$ cat config.mk
export PLATFORM = sky130hd
export DESIGN_NAME = mipd_ctrl
export DESIGN_NICKNAME = d
export VERILOG_FILES = /design/src/rtl/mipd_pkg.sv /design/src/rtl/mipd_ctrl.sv
export SDC_FILE = /design/constraint.sdc
export NUM_CORES = 1
export LEC_CHECK = 0
export CORE_AREA = 2 2 39 41
export CTS_BUF_LIST = sky130_fd_sc_hd__clkbuf_4 sky130_fd_sc_hd__clkbuf_8
export DETAILED_ROUTE_END_ITERATION = 7
export DIE_AREA = 0 0 41 43
export DONT_BUFFER_PORTS = 1
export GPL_TIMING_DRIVEN = 0
export REMOVE_ABC_BUFFERS = 1
export SKIP_LAST_GASP = 1
export SYNTH_ARGS = -nofsm -noshare
export SYNTH_HDL_FRONTEND = slang
export SYNTH_SLANG_ARGS = --single-unit
$ cat constraint.sdc
create_clock -name clk -period 3.7 [get_ports clk]
set_input_delay 0.37 -clock clk [delete_from_list [all_inputs] [get_ports clk]]
set_output_delay 0.37 -clock clk [all_outputs]
set_load 0.01 [all_outputs]
$ cat src/rtl/mipd_pkg.sv
`timescale 1ns / 1ps
// ----------------------------------------------------------------------------
// mipd_pkg: shared definitions for the masked instruction pattern decoder
// Action and status codes, default sizes, controller state and the command
// and status groups exchanged between controller and datapath.
// ----------------------------------------------------------------------------
package mipd_pkg;

    // Default table geometry
    localparam int TABLE_ENTRIES_DEF  = 64;
    localparam int MAX_EXCEPTIONS_DEF = 4;

    // Fixed field widths
    localparam int ACTION_W   = 2;
    localparam int INDEX_W    = 6;
    localparam int SLOT_W     = 2;
    localparam int WORD_W     = 32;
    localparam int TOTAL_IN_W = 3;
    localparam int STATUS_W   = 2;

    // Action codes
    localparam logic [ACTION_W-1:0] ACT_WRITE_ENTRY  = 2'd0;
    localparam logic [ACTION_W-1:0] ACT_WRITE_EXCEPT = 2'd1;
    localparam logic [ACTION_W-1:0] ACT_DECODE       = 2'd2;

    // Decode status codes
    localparam logic [STATUS_W-1:0] ST_MATCHED   = 2'd0;
    localparam logic [STATUS_W-1:0] ST_NO_MATCH  = 2'd1;
    localparam logic [STATUS_W-1:0] ST_AMBIGUOUS = 2'd2;

    // Controller states
    typedef enum logic [1:0] {
        S_IDLE,
        S_SCAN,
        S_DRAIN,
        S_LOAD
    } ctrl_state_t;

    // Controller to datapath
    typedef struct packed {
        logic ready;   // input channel may take an item
        logic write;   // accepted item is a table write (or ignored action)
        logic start;   // accepted item is a decode: latch it, clear the scan
        logic issue;   // read the current scan entry
        logic load;    // move the scan result into the output register
    } ctrl_cmd_t;

    // Datapath to controller
    typedef struct packed {
        logic in_valid;   // an input item is offered
        logic in_decode;  // the offered item is a decode
        logic scan_last;  // current scan entry is the last one
        logic out_free;   // output register can take a result this cycle
    } ctrl_status_t;

endpackage

$ cat src/rtl/mipd_ctrl.sv
`timescale 1ns / 1ps
// ----------------------------------------------------------------------------
// mipd_ctrl: decoder controller
// Takes items while idle, walks the table once per decode item and hands the
// result to the output register when it is free.
// ----------------------------------------------------------------------------
module mipd_ctrl (
    input  logic                    clk,
    input  logic                    rst_n,
    input  mipd_pkg::ctrl_status_t  status,
    output mipd_pkg::ctrl_cmd_t     cmd
);
    import mipd_pkg::*;

    ctrl_state_t state_reg;
    ctrl_state_t state_next;

    // State register
    always_ff @(posedge clk or negedge rst_n)
    begin
        if (!rst_n)
        begin
            state_reg <= S_IDLE;
        end
        else
        begin
            state_reg <= state_next;
        end
    end

    // Next state
    always_comb
    begin
        state_next = state_reg;
        case (state_reg)
            S_IDLE:
            begin
                if (status.in_valid && status.in_decode)
                begin
                    state_next = S_SCAN;
                end
            end
            S_SCAN:
            begin
                if (status.scan_last)
                begin
                    state_next = S_DRAIN;
                end
            end
            S_DRAIN:
            begin
                state_next = S_LOAD;
            end
            S_LOAD:
            begin
                if (status.out_free)
                begin
                    state_next = S_IDLE;
                end
            end
            default:
            begin
                state_next = S_IDLE;
            end
        endcase
    end

    // Commands
    always_comb
    begin
        cmd = '0;
        case (state_reg)
            S_IDLE:
            begin
                cmd.ready = 1'b1;
                cmd.write = status.in_valid && !status.in_decode;
                cmd.start = status.in_valid && status.in_decode;
            end
            S_SCAN:
            begin
                cmd.issue = 1'b1;
            end
            S_DRAIN:
            begin
                cmd = '0;
            end
            S_LOAD:
            begin
                cmd.load = status.out_free;
            end
            default:
            begin
                cmd = '0;
            end
        endcase
    end

endmodule

==> flow_metrics.tcl <==
set metrics [dict create \
    status "finished, final reports clean" \
    diodes 0 \
    total_power_mw 0.188 \
    io_pins 11 \
    cts_sinks 2 \
    critPathArrivalTime_ns 1.78 \
    row_count 14 \
    largest_register_ffs 2 \
    synth_area_leader_cell "ha_1" \
    fmax_mhz 596 \
    gp_congestion 0.587 \
    start_util_pct 13.5 \
    drc 0 \
    maxSlewViolCount 0 \
    setup_viol 0 \
    postCtsSetupBuffers 0 \
    end_kind "register" \
    layout-drive-gt1-share_pct 12.5 \
    clock-root-buffer "clkbuf_4" \
    synth_warnings 0 \
    fin_worst_skew_ns 0.00132 \
    dieArea_um2 1760 \
    path_class "reg2reg" \
    netlist-cell-type-count 10 \
    ys_seq_area_share_pct 26.8 \
    clk_latency_ns 0.22 \
    syn_area_um2 186 \
    htree_levels 1 \
    tightest_slew_ns 0.467 \
    cts_tree "built" \
    vias 142 \
    grt_max_degree 5 \
    finalSetupTns_ns 0 \
    place_ws_ns 2.00 \
    leakagePower_nw 0.131 \
    cts_resized 0 \
    syn2layout_area_growth_pct 28.2 \
    syn_area_per_cell_um2 9.32 \
    synth_ff_type "dfrtp_1" \
    core-area_um2 1380 \
    min_period_ns 1.68 \
    cts_buffer_depth 2 \
    grt_pass1_vias 164 \
    grt_pass1_wl_um 538 \
    max-vdd-ir-drop_mv 0.110 \
    dr.pass1.iters 4 \
    async_flop_share_pct 100 \
    startpoint "state_reg[1]" \
    timing.rr.start "state_reg[1]" \
    yosysMostFrequentCell "ha_1" \
    fin_ws_ns 2.02 \
    required_ns 3.80 \
    final_nets 37 \
    drv_cap 0 \
    antenna_left 0 \
    synth_edf_count 0 \
    ff2ff_path_depth 4 \
    multi_input_area_um2 121 \
    finalCritPeriodShare_pct 45.4 \
    startpoint_type "register" \
    postRouteWirelength_um 321 \
    rsz0062_at_grt "false" \
    grt_antenna_before_repair 0 \
    nFillCells 162 \
    worstPathMaxFanout 4 \
    slew_headroom_pct 68.8 \
    hold_viol 0 \
    regArea_um2 50.0 \
    grt-ovfl-total 0 \
    reg2reg_setup_slack_ns 2.02 \
    ys_seq_elements 2 \
    die_height_um 43 \
    grtUsageTotal_pct 5.22 \
    numCtsBuffers 3 \
    wire_per_inst_um 8.03 \
    r2r-end "state_reg[1]" \
    dieWidth_um 41 \
    synth_top_area_share_pct 33.6 \
    postSynthCellCount 20 \
    port_buffers 0 \
    synth_commonest_cells "5 x ha_1, 4 x inv_1, 2 x dfrtp_1, 2 x nand2_1, 2 x nor2_1" \
    via_per_inst 3.55 \
    hold_class "in2async" \
    drt_iter0_markers 4 \
    p_per_area_nw_per_um2 785 \
    clk_pin_slew_ns 0.03 \
    synth.area.top_cells "ha_1 34%, dfrtp_1 27%, inv_1 8.1%" \
]
==> repair_timing <==
action,CTS,global route
hold buffers,1,0
endpoints found under the hold margin,2,0
endpoints found under the setup margin,0,0
==> critical path, stage by stage, from the launching register on <==
cell,delay (ns)
dfrtp_1,0.37
inv_1,0.09
ha_1,0.24
a222oi_1,0.48
mux2_1,0.37
==> cells by family after synthesis <==
group,synth area share (%)
and+or+nand+nor,14.8
adders and majority gates,33.6
buffers and inverters,8.05
muxes,11.4
DFF,26.8
AOI/OAI and AO/OA,5.37
==> layout by cell type, fill, tap and decap left out <==
master | netlist | routed
mux2_1 | 1 | 1
dlygate4sd3_1 | 0 | 1
inv_1 | 4 | 4
mux2i_1 | 1 | 1
and3_1 | 1 | 1
and2_1 | 1 | 1
nor2_1 | 2 | 2
ha_1 | 5 | 5
a222oi_1 | 1 | 1
nand2_1 | 2 | 2
clkbuf_4 | 0 | 3
dfrtp_1 | 2 | 2
==> per-layer routing <==
layer,wire [um],global-route usage (%)
met1,105,3.54
met2,182,7.19
met3,32,3.14
met4,0,8.00
met5,0,0
==> per-stage QoR <==
| stage | utilization [%] | hold slack (ns) | instances | cell area, um2 |
|---|---|---|---|---|
| after floorplan | - | 0.0744 | 20 | 186 |
| after global placement | 14.9 | 0.0745 | 36 | 206 |
| after detailed placement | 14.9 | 0.0745 | 36 | 206 |
| after CTS | 17.3 | 0.371 | 40 | 239 |
| after global routing | 17.3 | 0.377 | 40 | 239 |
| final | 17.3 | 0.381 | 40 | 239 |
==> how the worst max path moves through the flow <==
stage / end / slack [ns] / depth (start not counted)
2_1_floorplan: state_reg[1] / 2.14 / 4
3_3_place_gp: state_reg[1] / 2.02 / 4
3_5_place_dp: state_reg[1] / 2.00 / 4
4_1_cts: state_reg[1] / 2.00 / 4
5_1_grt: state_reg[1] / 1.89 / 4
6_report: state_reg[1] / 2.02 / 4
==> where the power goes <==
| part | total, mW | internal, mW | switching [mW] |
|---|---|---|---|
| clock network | 0.0476 | 0.0357 | 0.0119 |
| registers | 0.0450 | 0.0348 | 0.0102 |
| logic | 0.0950 | 0.0416 | 0.0534 |
==> final cells by class <==
cell class	count	share of cell area, %
clock buffer	3	9.42
multi-input combinational	14	50.8
sequential	2	20.9
tap	16	8.38
inverter	4	6.28
timing repair buffer	1	4.19
Power figures use the tool's default switching activity.
